[config.mk]
export PLATFORM = sky130hd
export DESIGN_NAME = natural_run_kway_merge_flat
export DESIGN_NICKNAME = d
export VERILOG_FILES = /design/src/design/nrkm_pkg.sv /design/src/design/nrkm_in_if.sv /design/src/design/nrkm_out_if.sv /design/src/design/nrkm_ram.sv /design/src/design/natural_run_kway_merge.sv /design/src/flat_wrapper.sv
export SDC_FILE = /design/constraint.sdc
export NUM_CORES = 1
export LEC_CHECK = 0
export CORE_AREA = 5 5 218 220
export DETAILED_ROUTE_END_ITERATION = 6
export DIE_AREA = 0 0 223 225
export DONT_BUFFER_PORTS = 1
export SYNTH_ARGS = -nofsm -noshare
export SYNTH_HDL_FRONTEND = slang
export SYNTH_SLANG_ARGS = --single-unit
[constraint.sdc]
create_clock -name clk -period 5.8 [get_ports clk]
set_input_delay 0.58 -clock clk [delete_from_list [all_inputs] [get_ports clk]]
set_output_delay 0.58 -clock clk [all_outputs]
set_load 0.005 [all_outputs]
[src/design/nrkm_pkg.sv]
// nrkm_pkg: shared types and fixed field widths for the natural-run k-way merge
// depends on nothing; used by the channel interfaces and the merge top level
package nrkm_pkg;

  localparam int SRC_W = 3;
  localparam int KEY_W = 32;

  typedef enum logic [3:0] {
    ST_IDLE   = 4'b0001,
    ST_SCAN   = 4'b0010,
    ST_DRAIN  = 4'b0100,
    ST_FINISH = 4'b1000
  } state_t;

endpackage

[src/design/nrkm_in_if.sv]
// nrkm_in_if: valid/ready channel carrying one merge input item
// depends on nrkm_pkg for field widths
interface nrkm_in_if;
  logic                             valid;
  logic                             ready;
  logic                             load;
  logic [nrkm_pkg::SRC_W-1:0]       src;
  logic signed [nrkm_pkg::KEY_W-1:0] key;
  logic                             has_key;
  logic                             load_done;

  modport source (output valid, load, src, key, has_key, load_done, input ready);
  modport sink (input valid, load, src, key, has_key, load_done, output ready);
endinterface

[src/design/nrkm_out_if.sv]
// nrkm_out_if: valid/ready channel carrying one merge result item
// depends on nrkm_pkg for field widths
interface nrkm_out_if;
  logic                              valid;
  logic                              ready;
  logic [nrkm_pkg::SRC_W-1:0]        out_source;
  logic signed [nrkm_pkg::KEY_W-1:0] out_key;
  logic                              round_end;

  modport source (output valid, out_source, out_key, round_end, input ready);
  modport sink (input valid, out_source, out_key, round_end, output ready);
endinterface

[src/design/nrkm_ram.sv]
// nrkm_ram: generic single-write, single-read RAM with registered read data
// no dependencies
module nrkm_ram #(
  parameter int WIDTH = 32,
  parameter int DEPTH = 8
) (
  input  logic                     clk,
  input  logic                     we,
  input  logic [$clog2(DEPTH)-1:0] waddr,
  input  logic [WIDTH-1:0]         wdata,
  input  logic [$clog2(DEPTH)-1:0] raddr,
  output logic [WIDTH-1:0]         rdata
);

  logic [WIDTH-1:0] mem [DEPTH];

  always_ff @(posedge clk) begin
    if (we) begin
      mem[waddr] <= wdata;
    end
    rdata <= mem[raddr];
  end

endmodule

[src/design/natural_run_kway_merge.sv]
// natural_run_kway_merge: k-way merge engine for one natural-run sort round
// a selecting item runs ST_SCAN, ST_DRAIN, then ST_FINISH, which registers its result;
// no item is taken until back in ST_IDLE; an item with no result leaves the engine idle
// one comparator walks the head RAM one source per cycle; a held result stalls the finish
// reset (rst, synchronous): sources inactive, last key at most negative, not awaiting
// depends on nrkm_pkg, nrkm_in_if, nrkm_out_if, nrkm_ram
module natural_run_kway_merge #(
  parameter int SOURCES  = 8,
  parameter int KEY_BITS = 32
) (
  input logic        clk,
  input logic        rst,
  nrkm_in_if.sink    items,
  nrkm_out_if.source results
);

  localparam int IW = $clog2(SOURCES);
  localparam logic [KEY_BITS-1:0] KEY_MIN = {1'b1, {(KEY_BITS - 1){1'b0}}};

  nrkm_pkg::state_t state;

  logic [SOURCES-1:0]  active;
  logic [KEY_BITS-1:0] prev_key;
  logic [IW-1:0]       popped;
  logic                awaiting;

  logic [IW-1:0]       idx;
  logic [IW-1:0]       cmp_idx;
  logic                cmp_v;
  logic                found;
  logic [IW-1:0]       best_idx;
  logic [KEY_BITS-1:0] best_key;

  logic                          o_valid;
  logic [nrkm_pkg::SRC_W-1:0]    o_source;
  logic [nrkm_pkg::KEY_W-1:0]    o_key;
  logic                          o_end;

  logic                accept;
  logic [KEY_BITS-1:0] key_in;
  logic                src_ok;
  logic                repl_ok;
  logic                we;
  logic [IW-1:0]       waddr;
  logic [IW-1:0]       raddr;
  logic [KEY_BITS-1:0] rdata;
  logic                better;
  logic                out_free;

  assign accept   = items.valid && items.ready;
  assign key_in   = KEY_BITS'($unsigned(items.key));
  assign src_ok   = {29'd0, items.src} < 32'(SOURCES);
  assign repl_ok  = items.has_key && ($signed(key_in) >= $signed(prev_key));
  assign raddr    = idx;
  assign out_free = !o_valid || results.ready;
  assign better   = active[cmp_idx] && (!found || ($signed(rdata) < $signed(best_key)));

  always_comb begin
    we    = 1'b0;
    waddr = popped;
    if (accept) begin
      if (items.load) begin
        we    = !awaiting && src_ok && items.has_key;
        waddr = IW'(items.src);
      end else begin
        we    = awaiting && repl_ok;
      end
    end
  end

  nrkm_ram #(
    .WIDTH(KEY_BITS),
    .DEPTH(SOURCES)
  ) u_heads (
    .clk  (clk),
    .we   (we),
    .waddr(waddr),
    .wdata(key_in),
    .raddr(raddr),
    .rdata(rdata)
  );

  assign items.ready        = (state == nrkm_pkg::ST_IDLE);
  assign results.valid      = o_valid;
  assign results.out_source = o_source;
  assign results.out_key    = o_key;
  assign results.round_end  = o_end;

  always_ff @(posedge clk) begin
    if (rst) begin
      state    <= nrkm_pkg::ST_IDLE;
      active   <= '0;
      prev_key <= KEY_MIN;
      popped   <= '0;
      awaiting <= 1'b0;
      o_valid  <= 1'b0;
      cmp_v    <= 1'b0;
      found    <= 1'b0;
      idx      <= '0;
    end else begin
      if (o_valid && results.ready && state != nrkm_pkg::ST_FINISH) begin
        o_valid <= 1'b0;
      end
      // one head per cycle through the shared comparator
      if (cmp_v && better) begin
        found    <= 1'b1;
        best_idx <= cmp_idx;
        best_key <= rdata;
      end
      case (state)
        nrkm_pkg::ST_IDLE: begin
          if (accept) begin
            if (items.load) begin
              if (!awaiting) begin
                if (src_ok) begin
                  active[IW'(items.src)] <= items.has_key;
                end
                if (items.load_done) begin
                  found <= 1'b0;
                  idx   <= '0;
                  state <= nrkm_pkg::ST_SCAN;
                end
              end
            end else if (awaiting) begin
              if (repl_ok) begin
                active[popped] <= 1'b1;
              end
              awaiting <= 1'b0;
              found    <= 1'b0;
              idx      <= '0;
              state    <= nrkm_pkg::ST_SCAN;
            end
          end
        end
        nrkm_pkg::ST_SCAN: begin
          cmp_v   <= 1'b1;
          cmp_idx <= idx;
          if (idx == IW'(SOURCES - 1)) begin
            state <= nrkm_pkg::ST_DRAIN;
          end else begin
            idx <= idx + 1'b1;
          end
        end
        nrkm_pkg::ST_DRAIN: begin
          cmp_v <= 1'b0;
          state <= nrkm_pkg::ST_FINISH;
        end
        nrkm_pkg::ST_FINISH: begin
          if (out_free) begin
            o_valid <= 1'b1;
            if (found) begin
              o_source         <= nrkm_pkg::SRC_W'(best_idx);
              o_key            <= nrkm_pkg::KEY_W'(best_key);
              o_end            <= 1'b0;
              prev_key         <= best_key;
              popped           <= best_idx;
              active[best_idx] <= 1'b0;
              awaiting         <= 1'b1;
            end else begin
              // nothing left: round end and back to the cleared state
              o_source <= '0;
              o_key    <= '0;
              o_end    <= 1'b1;
              active   <= '0;
              prev_key <= KEY_MIN;
              popped   <= '0;
              awaiting <= 1'b0;
            end
            state <= nrkm_pkg::ST_IDLE;
          end
        end
        default: begin
          state <= nrkm_pkg::ST_IDLE;
        end
      endcase
    end
  end

endmodule
[src/flat_wrapper.sv]
// flat-port wrapper written by rule: the top's interface ports become plain ports
module natural_run_kway_merge_flat 
#(
  parameter int SOURCES  = 8,
  parameter int KEY_BITS = 32
)
  (clk, rst, items_valid, items_load, items_src, items_key, items_has_key, items_load_done, items_ready, results_valid, results_out_source, results_out_key, results_round_end, results_ready);
  nrkm_in_if items_i ();
  nrkm_out_if results_i ();
  input logic clk;
  input logic rst;
  input wire logic [$bits(items_i.valid)-1:0] items_valid;
  input wire logic [$bits(items_i.load)-1:0] items_load;
  input wire logic [$bits(items_i.src)-1:0] items_src;
  input wire logic [$bits(items_i.key)-1:0] items_key;
  input wire logic [$bits(items_i.has_key)-1:0] items_has_key;
  input wire logic [$bits(items_i.load_done)-1:0] items_load_done;
  output wire logic [$bits(items_i.ready)-1:0] items_ready;
  output wire logic [$bits(results_i.valid)-1:0] results_valid;
  output wire logic [$bits(results_i.out_source)-1:0] results_out_source;
  output wire logic [$bits(results_i.out_key)-1:0] results_out_key;
  output wire logic [$bits(results_i.round_end)-1:0] results_round_end;
  input wire logic [$bits(results_i.ready)-1:0] results_ready;
  assign items_i.valid = items_valid;
  assign items_i.load = items_load;
  assign items_i.src = items_src;
  assign items_i.key = items_key;
  assign items_i.has_key = items_has_key;
  assign items_i.load_done = items_load_done;
  assign items_ready = items_i.ready;
  assign results_valid = results_i.valid;
  assign results_out_source = results_i.out_source;
  assign results_out_key = results_i.out_key;
  assign results_round_end = results_i.round_end;
  assign results_i.ready = results_ready;
  natural_run_kway_merge #(.SOURCES(SOURCES), .KEY_BITS(KEY_BITS)) u_core (.clk(clk), .rst(rst), .items(items_i), .results(results_i));
endmodule
==> results by group, run 1 <==
GRT
  – GRT Residual Overflow: 0
  – Global-route wire length before repair: 58.0 mm
  – GRT Util Overall: 0.149
  – Vias in the first global route: 9297
  – Largest net degree at the start of global routing: 57
  – Initial antenna violation count: 0

Power
  – P_sw: 1.17 mW
  – Comb power frac: 0.019
  – Clk pwr share: 0.436
  – Final Power: approximately 6 mW
  – Leak pwr: 6.35 nW
  – Sw Ratio: 0.197
  – Max VDD drop: 185 uV
  – Reg power frac: 0.544
  – Pint: 4.77 mW
  – Pwr per Cell Area: 311 nW/um2

Drt
  – Initial DRC count: 646
  – Post-route ant nets: 0
  – DR WL/cell: 21.5 um
  – Vias: 9036
  – TritonRoute pass-1 iters: 5
  – DRC errors left: 0
  – Via/cell ratio: 5.15
  – Post-Route WL: between 30 and 40 mm

Timing
  – Final slew viol count: 0
  – Final setup violation count: 0
  – Setup_tns: 0 ps
  – Final hold vios: 0
  – Slew margin rel.: 0.237
  – Final worst path period need: 3830 ps
  – Clk_skew: 17.8 ps
  – Worst slew pin tran: roughly 1100 ps
  – RSZ-0062 raised after global routing: no
  – Highest Clock Rate: 261 MHz
  – Fin crit share: 0.660

Setup path
  – Crit path max fanout: 14
  – CP max stage cell: nor3_2
  – Cells along the critical path: nor2_4 > nand3b_4 > clkinv_2 > and2_4 > nand2_2 > mux2i_1 > nand2_1 > nor3_2 > buf_4
  – Worst Setup End Kind: flip-flop
  – Slowest cell delay on critical path: 860 ps
  – Crit path launch type: flip-flop
  – Crit Path Class: flip-flop to flip-flop
  – WP data arrival: 4040 ps
  – Req. time, crit path: roughly 6000 ps

Yosys
  – Synthesized net count: 1214
  – Synth Area in Compound Gates: 0.0593
  – Mapped cell area: between 15000 and 20000 um2
  – Synth Area in XOR/XNOR: 0.000515
  – Multiplexer area fraction after synthesis: 0.112
  – Register area share after synthesis: 0.684
  – Post-Synth Adder-Cell Area: 0.0478
  – Post-synth top flop: edfxtp_1
  – Post-synth cell types: 64
  – YS warnings: 0
  – Synthesized area per cell: 15.4 um2
  – Simple-Gate Fraction of Synth Area: 0.0681
  – Post-synth ARST share: 0
  – Main combinational cell family by area after synthesis: multiplexers
  – Post-synth EDFFs: 330
  – Seq cells post-synth: 416
  – Syn Inst Count: approximately 1100

Cells and area
  – Most common library cell in the layout ignoring fill and taps: edfxtp_1
  – Layout cell share with drive strength beyond 1: 0.183
  – Area grow syn2layout: 12.3%
  – Number of diodes: 0
  – Final Non-Filler Cells: 1756
  – Final Net Count: between 1000 and 1500
  – Commonest non-fill, non-tap cells in the layout: edfxtp_1 (330), nand2_1 (99), dfxtp_1 (83), a21oi_1 (71), nor2_1 (70)

Clock network
  – CTS Hold Bufs: 0
  – Setup bufs post-CTS: 0
  – # clock sinks: 416
  – H-tree Lvls: 2
  – CTS Buf Count: between 40 and 50
  – CTS root buf: clkbuf_16
  – CTS tree: yes
  – Clk Latency, worst-skew pair: 540 ps
  – Post-cts resize count: 0
  – Max Root-Sink Buffers: 3
  – Worst-path clk slew: 60 ps

Flow run
  – Max cap viols: 0

Outcome
  – Outcome: completed

Placed design
  – RePlAce Congestion: 0.821
  – HPWL Detailed: between 20 and 25 mm
  – Placed cell count: 1679
  – Port buffer count: 0

Floorplanning
  – Die area: 50200 um2
  – Core Rows: approximately 80
  – Chip height: 225 um
  – Area of the core: 45100 um2
  – Starting Density: 0.377
  – Die width: 223 um
  – Ports: 80

Hold path
  – Min-delay worst type: primary input to flip-flop
critical path, delay by kind of cell, from the launching register on:
kind / cells / cell delay (ps)
mux: 1 / 680
buf+inv: 2 / 610
simple gates: 6 / 1690
flops: 1 / 520
per-layer routing:
metal	track usage	wire, um	vias to the layer above
met3	0.0401	2510	52
met5	0	0	-
met2	0.241	17900	197
li1	-	-	4253
met4	0.0383	780	0
met1	0.203	16600	4534
power groups by stage:
stage	clock network [mW]	logic (mW)	registers, mW
after floorplan	0	0.0968	3.29
after global placement	0	0.113	3.30
after detailed placement	0	0.115	3.30
after CTS	2.67	0.116	3.24
after global routing	2.78	0.130	3.24
final	2.59	0.115	3.24
flip-flops by register name, summed over array words and instances (netlist names):
register,cells
u_core.active,8
u_core.awaiting,1
u_core.best_idx,3
u_core.best_key,32
u_core.cmp_idx,3
u_core.cmp_v,1
u_core.found,1
u_core.idx,3
u_core.popped,3
u_core.prev_key,32
u_core.results.out_key,32
u_core.results.out_source,3
u_core.results.round_end,1
u_core.results.valid,1
u_core.state,4
u_core.u_heads.mem,256
u_core.u_heads.rdata,32
path summary, 6_finish.rpt:
check / startpoint / endpoint / slack (ps) / cells past startpoint
worst min register to register: u_core.u_heads.rdata[12]$_DFF_P_ / u_core.best_key[12]$_DFFE_PP_ / 430 / 0
worst max register to register: u_core.state[1]$_SDFFE_PP0P_ / u_core.u_heads.mem[5][12]$_DFFE_PP_ / 1970 / 9
worst min-delay path: rst / u_core.idx[2]$_SDFFE_PP0P_ / 130 / 1
worst max-delay path: u_core.state[1]$_SDFFE_PP0P_ / u_core.u_heads.mem[5][12]$_DFFE_PP_ / 1970 / 9
cell type report:
class / count / area [um2]
timing repair buffer: 20 / 150
clock inverter: 16 / 111
sequential: 416 / 11600
multi-input combinational: 572 / 4960
tap: 600 / 751
fill: 3988 / 26000
clock buffer: 61 / 1210
inverter: 71 / 268
cells in the mapped netlist, types with 3 or more instances:
cell type,number,area share
nor3b_1,5,0.0022
clkbuf_1,27,0.0060
a311oi_1,9,0.0046
ha_1,65,0.048
nand2b_1,5,0.0018
nand3b_1,5,0.0022
nor2_1,72,0.016
nor3_1,13,0.0038
inv_1,68,0.015
nor2b_1,3,0.0011
mux2i_1,4,0.0024
a211oi_1,7,0.0031
a31oi_1,3,0.0011
or3_1,4,0.0015
a21oi_1,71,0.021
mux4_2,66,0.087
dfxtp_1,86,0.10
o21ai_0,16,0.0047
o31ai_1,3,0.0013
buf_2,13,0.0038
o211a_1,9,0.0053
edfxtp_1,330,0.58
nand3_1,9,0.0026
mux2_2,33,0.022
buf_1,7,0.0015
a21o_1,14,0.0062
nand4_1,9,0.0033
and2_1,5,0.0018
o2111ai_1,3,0.0015
nand2_1,100,0.022
cell families after synthesis:
family / after synthesis
flip-flops: 416
adder cells (fa/ha/maj): 65
multiplexers: 104
AO/OA/AOI/OAI: 155
buffers and inverters: 119
AND/OR/NAND/NOR: 247
XOR/XNOR: 1
per-stage QoR:
| step | area [um2] | util | setup WS (ps) | hold WS, ps |
|---|---|---|---|---|
| 6_report | 19100 | 0.424 | 1970 | 129 |
| 3_3_place_gp | 17800 | 0.394 | 1950 | 421 |
| 3_5_place_dp | 17800 | 0.394 | 1860 | 422 |
| 4_1_cts | 19100 | 0.424 | 1900 | 83.8 |
| 5_1_grt | 19100 | 0.424 | 1680 | 88.6 |
| 2_1_floorplan | 17000 | - | 258 | 400 |
No activity file was read; power rests on OpenSTA's default activity.
==> run 2: changes to the inputs <==
==> constraint.sdc (replaced) <==
create_clock -name clk -period 3.56 [get_ports clk]
set_input_delay 0.356 -clock clk [delete_from_list [all_inputs] [get_ports clk]]
set_output_delay 0.356 -clock clk [all_outputs]
set_load 0.005 [all_outputs]
==> run 2 against run 1 <==
Critical path depth is 1 higher. Total power is 68% higher. Critical endpoint is now u_core.u_heads.mem[2][9]$_DFFE_PP_. Global-route usage is 0.58 points higher. Hold slack worse by 42 ps. Core utilization is 1.4 points higher. Routed wire length is 4.2% higher. Worst setup slack worse by 1500 ps. Register-to-register slack worse by 1500 ps.
==> results by group, run 2 (same netlist as run 1, synthesis figures left out) <==
Setup path
  – CP max stage cell: or3_1 (was nor3_2)
  – CP top delay family: simple AND/OR/NAND/NOR gates (unchanged)
  – Crit Path Class: flip-flop to flip-flop (unchanged)
  – Req. time, crit path: 3770 ps (was 6010 ps)
  – WP data arrival: 3300 ps (was 4040 ps)
  – Slowest cell delay on critical path: 470 ps (was 860 ps)
  – Crit path launch type: flip-flop (unchanged)
  – Reg2reg end: u_core.u_heads.mem[2][9]$_DFFE_PP_ (was u_core.u_heads.mem[5][12]$_DFFE_PP_)
  – Worst Setup End Kind: flip-flop (unchanged)
  – Reg2reg start: u_core.prev_key[14]$_SDFFE_PP0P_ (was u_core.state[1]$_SDFFE_PP0P_)
  – Cells along the critical path: inv_1 > ha_1 > nand4_1 > or3_1 > a31oi_1 > o41ai_2 > nand4_2 > nand2_1 > nor3_4 > buf_12 (was nor2_4 > nand3b_4 > clkinv_2 > and2_4 > nand2_2 > mux2i_1 > nand2_1 > nor3_2 > buf_4)
  – Worst r2r path cells: 10 (was 9)
  – Worst R2R Setup Slack: 470 ps (was 1970 ps)
  – Crit path max fanout: 32 (was 14)
  – CP Buf/Inv Count: 2 (unchanged)

Clock network
  – Clk Latency, worst-skew pair: 550 ps (was 540 ps)
  – Worst-path clk slew: 60 ps (about the same)
  – CTS root buf: clkbuf_16 (unchanged)
  – Max Root-Sink Buffers: 3 (unchanged)
  – Post-cts resize count: 0 (unchanged)
  – CTS tree: yes (unchanged)
  – CTS Buf Count: 43 (was 42)
  – # clock sinks: 416 (unchanged)
  – Setup bufs post-CTS: 0 (unchanged)
  – H-tree Lvls: 2 (unchanged)

Hold path
  – Hold depth: 1 (unchanged)
  – Min-delay src: rst (unchanged)
  – Min-delay worst type: primary input to flip-flop (unchanged)
  – Endpoint, Worst Hold: u_core.cmp_idx[0]$_DFFE_PP_ (was u_core.idx[2]$_SDFFE_PP0P_)

Floorplanning
  – Starting Density: 0.377 (unchanged)
  – Die width: 223 um (unchanged)
  – Ports: 80 (unchanged)
  – Chip height: 225 um (unchanged)
  – Area of the core: 45100 um2 (unchanged)
  – Die area: 50200 um2 (unchanged)
  – Core Rows: 78 (unchanged)

Placed design
  – Port buffer count: 0 (unchanged)
  – HPWL Detailed: 24.7 mm (was 23.6 mm)
  – RePlAce Congestion: 0.851 (was 0.821)
  – Placed instance area: 18000 um2 (was 17800 um2)
  – Placed cell count: 1689 (was 1679)

Drt
  – DRC errors left: 0 (unchanged)
  – Initial DRC count: 659 (was 646)
  – Post-Route WL: 39.4 mm (was 37.8 mm)
  – Via/cell ratio: 5.19 (was 5.15)
  – Post-route ant nets: 0 (unchanged)
  – TritonRoute pass-1 iters: 5 (unchanged)
  – Vias: 9367 (was 9036)
  – DR WL/cell: 21.8 um (was 21.5 um)

Power
  – Pwr per Cell Area: 505 nW/um2 (was 311 nW/um2)
  – Leak pwr: 6.61 nW (was 6.35 nW)
  – Max VDD drop: 249 uV (was 185 uV)

Cells and area
  – FF+latch area: 11600 um2 (unchanged)
  – Most flops, register: u_core.u_heads.mem (unchanged)
  – Layout cell share with drive strength beyond 1: 0.185 (was 0.183)
  – Commonest non-fill, non-tap cells in the layout: edfxtp_1 (330), nand2_1 (99), dfxtp_1 (83), a21oi_1 (71), nor2_1 (70) (unchanged)
  – Area of the multi-input gates: 4990 um2 (was 4960 um2)
  – Max reg flops: 256 (unchanged)
  – Final Non-Filler Cells: 1806 (was 1756)
  – Final Net Count: 1275 (was 1230)
  – Fillcell total: 3977 (was 3988)
  – Area grow syn2layout: 16.0% (was 12.3%)
  – Most common library cell in the layout ignoring fill and taps: edfxtp_1 (unchanged)
  – Fin area: 19700 um2 (was 19100 um2)

Timing
  – Worst slew pin tran: 973 ps (was 1140 ps)
  – RSZ-0062 raised after global routing: no (unchanged)
  – Setup_tns: 0 ps (unchanged)
  – Fin crit share: 0.867 (was 0.660)
  – Final hold vios: 0 (unchanged)
  – Final setup violation count: 0 (unchanged)
  – Slew margin rel.: 0.351 (was 0.237)
  – Clk_skew: 19.8 ps (was 17.8 ps)
  – Final worst path period need: 3090 ps (was 3830 ps)
  – Final slew viol count: 0 (unchanged)
  – Highest Clock Rate: 324 MHz (was 261 MHz)

GRT
  – Initial antenna violation count: 3 (was 0)
  – GRT Residual Overflow: 0 (unchanged)
  – GRT Util Overall: 0.155 (was 0.149)
  – Global-route wire length before repair: 59.7 mm (was 58.0 mm)
  – Vias in the first global route: 9483 (was 9297)
  – Largest net degree at the start of global routing: 54 (was 57)

Flow run
  – Max cap viols: 0 (unchanged)

Outcome
  – Outcome: completed (unchanged)
==> run 2: cell types whose count changed in the layout (fill, tap and decap cells not counted), sizes merged <==
cell,before,now
dlygate4sd3,0,33
buf,20,31
clkbuf,61,58
inv,72,73
clkinvlp,0,2
diode,0,3
bufinv,1,4
==> run 2: layout make-up <==
cell class              count  area share
diodes                      3    0.000381
clock buffers              58      0.0590
clock inverters            22      0.0121
inverters                  71      0.0136
multi-input cells         572       0.253
flip-flops and latches    416       0.590
well taps                 600      0.0381
repair buffers             64      0.0340
==> run 2: where the power goes <==
part / total [mW] / leakage (nW) / internal (mW) / switching (mW)
registers: 5.27 / 3.69 / 5.25 / 0.0195
clock network: 4.42 / 0.675 / 2.61 / 1.82
logic: 0.271 / 2.25 / 0.110 / 0.161
==> run 2: layer usage <==
metal | wire length, um | GRT usage | share of wire | vias up
met5 | 0 | 0 | 0 | -
met4 | 919 | 0.0425 | 0.023 | 0
met3 | 2530 | 0.0382 | 0.064 | 60
met2 | 18800 | 0.253 | 0.48 | 220
met1 | 17200 | 0.209 | 0.44 | 4745
li1 | - | - | - | 4342
==> run 2: through the flow <==
stage / power [mW] / util / hold WS (ps) / worst slack [ps]
floorplan: 5.53 / - / 400 / -814
global placement: 5.56 / 0.398 / 416 / 551
detailed placement: 5.57 / 0.398 / 424 / 501
CTS: 10.1 / 0.437 / 71.6 / 445
global route: 10.3 / 0.438 / 76.4 / 302
finish: 9.97 / 0.438 / 86.5 / 474
==> run 2: worst max-delay path by stage <==
stage          slack (ps)                             start                                  end  cells past startpoint
6_report              470  u_core.prev_key[14]$_SDFFE_PP0P_   u_core.u_heads.mem[2][9]$_DFFE_PP_                     10
5_1_grt               300  u_core.prev_key[31]$_SDFFE_PP1P_  u_core.u_heads.mem[3][25]$_DFFE_PP_                     10
4_1_cts               450  u_core.prev_key[14]$_SDFFE_PP0P_   u_core.u_heads.mem[1][6]$_DFFE_PP_                     10
3_5_place_dp          500  u_core.prev_key[31]$_SDFFE_PP1P_  u_core.u_heads.mem[3][21]$_DFFE_PP_                     10
3_3_place_gp          550      u_core.state[1]$_SDFFE_PP0P_  u_core.u_heads.mem[1][14]$_DFFE_PP_                      9
2_1_floorplan        -810                     items_key[31]   u_core.u_heads.mem[4][0]$_DFFE_PP_                      7
==> run 2: what timing repair did <==
| action | 4_1_cts | 5_1_grt |
|---|---|---|
| hold buffers | 34 | 0 |
| endpoints found under the hold margin | 309 | 0 |
| endpoints found under the setup margin | 0 | 0 |
==> run 3: changes to the inputs <==
--- a/config.mk
+++ b/config.mk
@@ -5,9 +5,9 @@
 export SDC_FILE = /design/constraint.sdc
 export NUM_CORES = 1
 export LEC_CHECK = 0
-export CORE_AREA = 5 5 218 220
+export CORE_AREA = 5 5 213 215
 export DETAILED_ROUTE_END_ITERATION = 6
-export DIE_AREA = 0 0 223 225
+export DIE_AREA = 0 0 218 220
 export DONT_BUFFER_PORTS = 1
 export SYNTH_ARGS = -nofsm -noshare
 export SYNTH_HDL_FRONTEND = slang
==> constraint.sdc (replaced) <==
create_clock -name clk -period 3.56 [get_ports clk]
set_input_delay 0.356 -clock clk [delete_from_list [all_inputs] [get_ports clk]]
set_output_delay 0.356 -clock clk [all_outputs]
set_load 0.02 [all_outputs]
==> run 3 against run 2 <==
Clock-buffer cell count increased by 1. Largest cell class unchanged. Register-to-register slack about the same. Non-clock buffer count up 3. Total power is 0.94% lower. Highest routed layer is now met5. Combinational power is 1% higher. Clock power down 2%.
==> results by group, run 3 (same netlist as run 1, synthesis figures left out) <==
Setup path
  – Crit path launch type: flip-flop (unchanged)
  – CP Buf/Inv Count: 2 (unchanged)
  – Worst R2R Setup Slack: 460 ps (was 470 ps)
  – Slowest cell delay on critical path: 360 ps (was 470 ps)
  – Crit Path Class: flip-flop to flip-flop (unchanged)
  – Crit path max fanout: 19 (was 32)
  – CP top delay family: simple AND/OR/NAND/NOR gates (unchanged)
  – Cells along the critical path: inv_1 > ha_1 > nand4_1 > nor4_2 > a22oi_1 > a21o_1 > nand4_2 > nand2_1 > nor3b_4 > buf_4 (was inv_1 > ha_1 > nand4_1 > or3_1 > a31oi_1 > o41ai_2 > nand4_2 > nand2_1 > nor3_4 > buf_12)
  – WP data arrival: 3300 ps (about the same)
  – Worst Setup End Kind: flip-flop (unchanged)
  – CP max stage cell: nor4_2 (was or3_1)
  – Req. time, crit path: 3760 ps (was 3770 ps)

Clock network
  – Post-cts resize count: 0 (unchanged)
  – Setup bufs post-CTS: 0 (unchanged)
  – CTS Hold Bufs: 34 (unchanged)
  – # clock sinks: 416 (unchanged)
  – Clk Latency, worst-skew pair: 550 ps (about the same)
  – Max Root-Sink Buffers: 3 (unchanged)
  – Worst-path clk slew: 60 ps (about the same)
  – CTS root buf: clkbuf_16 (unchanged)
  – CTS tree: yes (unchanged)
  – CTS Buf Count: 42 (was 43)
  – H-tree Lvls: 2 (unchanged)

Drt
  – Vias: 9403 (was 9367)
  – DRC errors left: 0 (unchanged)
  – TritonRoute pass-1 iters: 5 (unchanged)
  – Post-route ant nets: 0 (unchanged)
  – DR WL/cell: 22.0 um (was 21.8 um)
  – Initial DRC count: 751 (was 659)
  – Post-Route WL: 39.5 mm (was 39.4 mm)
  – Via/cell ratio: 5.24 (was 5.19)

Placed design
  – Placed instance area: 17900 um2 (was 18000 um2)
  – Placed cell count: 1684 (was 1689)
  – Port buffer count: 0 (unchanged)
  – RePlAce Congestion: 0.881 (was 0.851)
  – HPWL Detailed: 24.7 mm (about the same)

Timing
  – RSZ-0062 raised after global routing: no (unchanged)
  – Final hold vios: 0 (unchanged)
  – Worst Hold Slack: 55.1 ps (was 86.5 ps)
  – Final worst path period need: 3100 ps (was 3090 ps)
  – Highest Clock Rate: 323 MHz (was 324 MHz)
  – Worst slew pin tran: 956 ps (was 973 ps)
  – Setup_tns: 0 ps (unchanged)
  – Final slew viol count: 0 (unchanged)
  – Slew margin rel.: 0.356 (was 0.351)
  – Final setup violation count: 0 (unchanged)
  – Clk_skew: 28.6 ps (was 19.8 ps)
  – Fin crit share: 0.870 (was 0.867)

Floorplanning
  – Area of the core: 43500 um2 (was 45100 um2)
  – Chip height: 220 um (was 225 um)
  – Starting Density: 0.390 (was 0.377)
  – Core Rows: 77 (was 78)
  – Die area: 48000 um2 (was 50200 um2)
  – Die width: 218 um (was 223 um)
  – Ports: 80 (unchanged)

Cells and area
  – Max reg flops: 256 (unchanged)
  – Final Net Count: 1277 (was 1275)
  – Final Non-Filler Cells: 1795 (was 1806)
  – Fin area: 19600 um2 (was 19700 um2)
  – Area grow syn2layout: 15.5% (was 16.0%)
  – Layout cell share with drive strength beyond 1: 0.189 (was 0.185)
  – Number of diodes: 0 (was 3)
  – Commonest non-fill, non-tap cells in the layout: edfxtp_1 (330), nand2_1 (99), dfxtp_1 (83), a21oi_1 (71), nor2_1 (70) (unchanged)
  – Most common library cell in the layout ignoring fill and taps: edfxtp_1 (unchanged)
  – Most flops, register: u_core.u_heads.mem (unchanged)

GRT
  – Largest net degree at the start of global routing: 54 (unchanged)
  – Global-route wire length before repair: 59.3 mm (was 59.7 mm)
  – Initial antenna violation count: 2 (was 3)
  – GRT Residual Overflow: 0 (unchanged)
  – Vias in the first global route: 9504 (was 9483)
  – GRT Util Overall: 0.164 (was 0.155)

Flow run
  – Max cap viols: 0 (unchanged)

Outcome
  – Outcome: completed (unchanged)

Power
  – Leak pwr: 6.59 nW (was 6.61 nW)
  – Max VDD drop: 298 uV (was 249 uV)
  – Pwr per Cell Area: 503 nW/um2 (was 505 nW/um2)

Hold path
  – Min-delay worst type: primary input to flip-flop (unchanged)
run 3: cell count changes in the layout (fill, tap and decap cells not counted), sizes merged:
cell and delta:
buf +3, bufinv -2, clkbuf +1, clkinv -3
clkinvlp +3, diode -3, inv -2
run 3: routing by layer:
layer,GRT usage,vias to the layer above,share of wire
met2,0.272,228,0.49
met1,0.224,4775,0.44
met3,0.0339,56,0.053
met5,0,-,0.00038
met4,0.0406,2,0.020
li1,-,4342,-
run 3: final cells by class:
cell class / instances / area (um2)
Tap cell: 592 / 741
Timing Repair Buffer: 67 / 631
Clock buffer: 59 / 1210
Sequential cell: 416 / 11600
Multi-Input combinational cell: 572 / 5000
Fill cell: 3848 / 23900
Inverter: 71 / 268
Clock inverter: 18 / 154
run 3: path summary, 6_finish.rpt:
check                                                      start                                        to  cells after the start
worst max-delay path            u_core.prev_key[31]$_SDFFE_PP1P_       u_core.u_heads.mem[3][13]$_DFFE_PP_                     10
worst min-delay path                                         rst  u_core.results.out_key[17]$_SDFFCE_PN0P_                      1
worst max register to register  u_core.prev_key[31]$_SDFFE_PP1P_       u_core.u_heads.mem[3][13]$_DFFE_PP_                     10
worst min register to register   u_core.u_heads.rdata[0]$_DFF_P_              u_core.best_key[0]$_DFFE_PP_                      0
run 3: power breakdown:
group          internal, mW  switching (mW)
registers              5.25          0.0198
clock network          2.51            1.81
logic                 0.110           0.165
total                  7.88            1.99
run 3: through the flow:
| stage | power, mW | util | worst slack (ps) |
|---|---|---|---|
| floorplan | 5.53 | - | -818 |
| global placement | 5.57 | 0.411 | 550 |
| detailed placement | 5.57 | 0.411 | 465 |
| CTS | 9.99 | 0.451 | 424 |
| global route | 10.2 | 0.451 | 300 |
| finish | 9.87 | 0.451 | 461 |
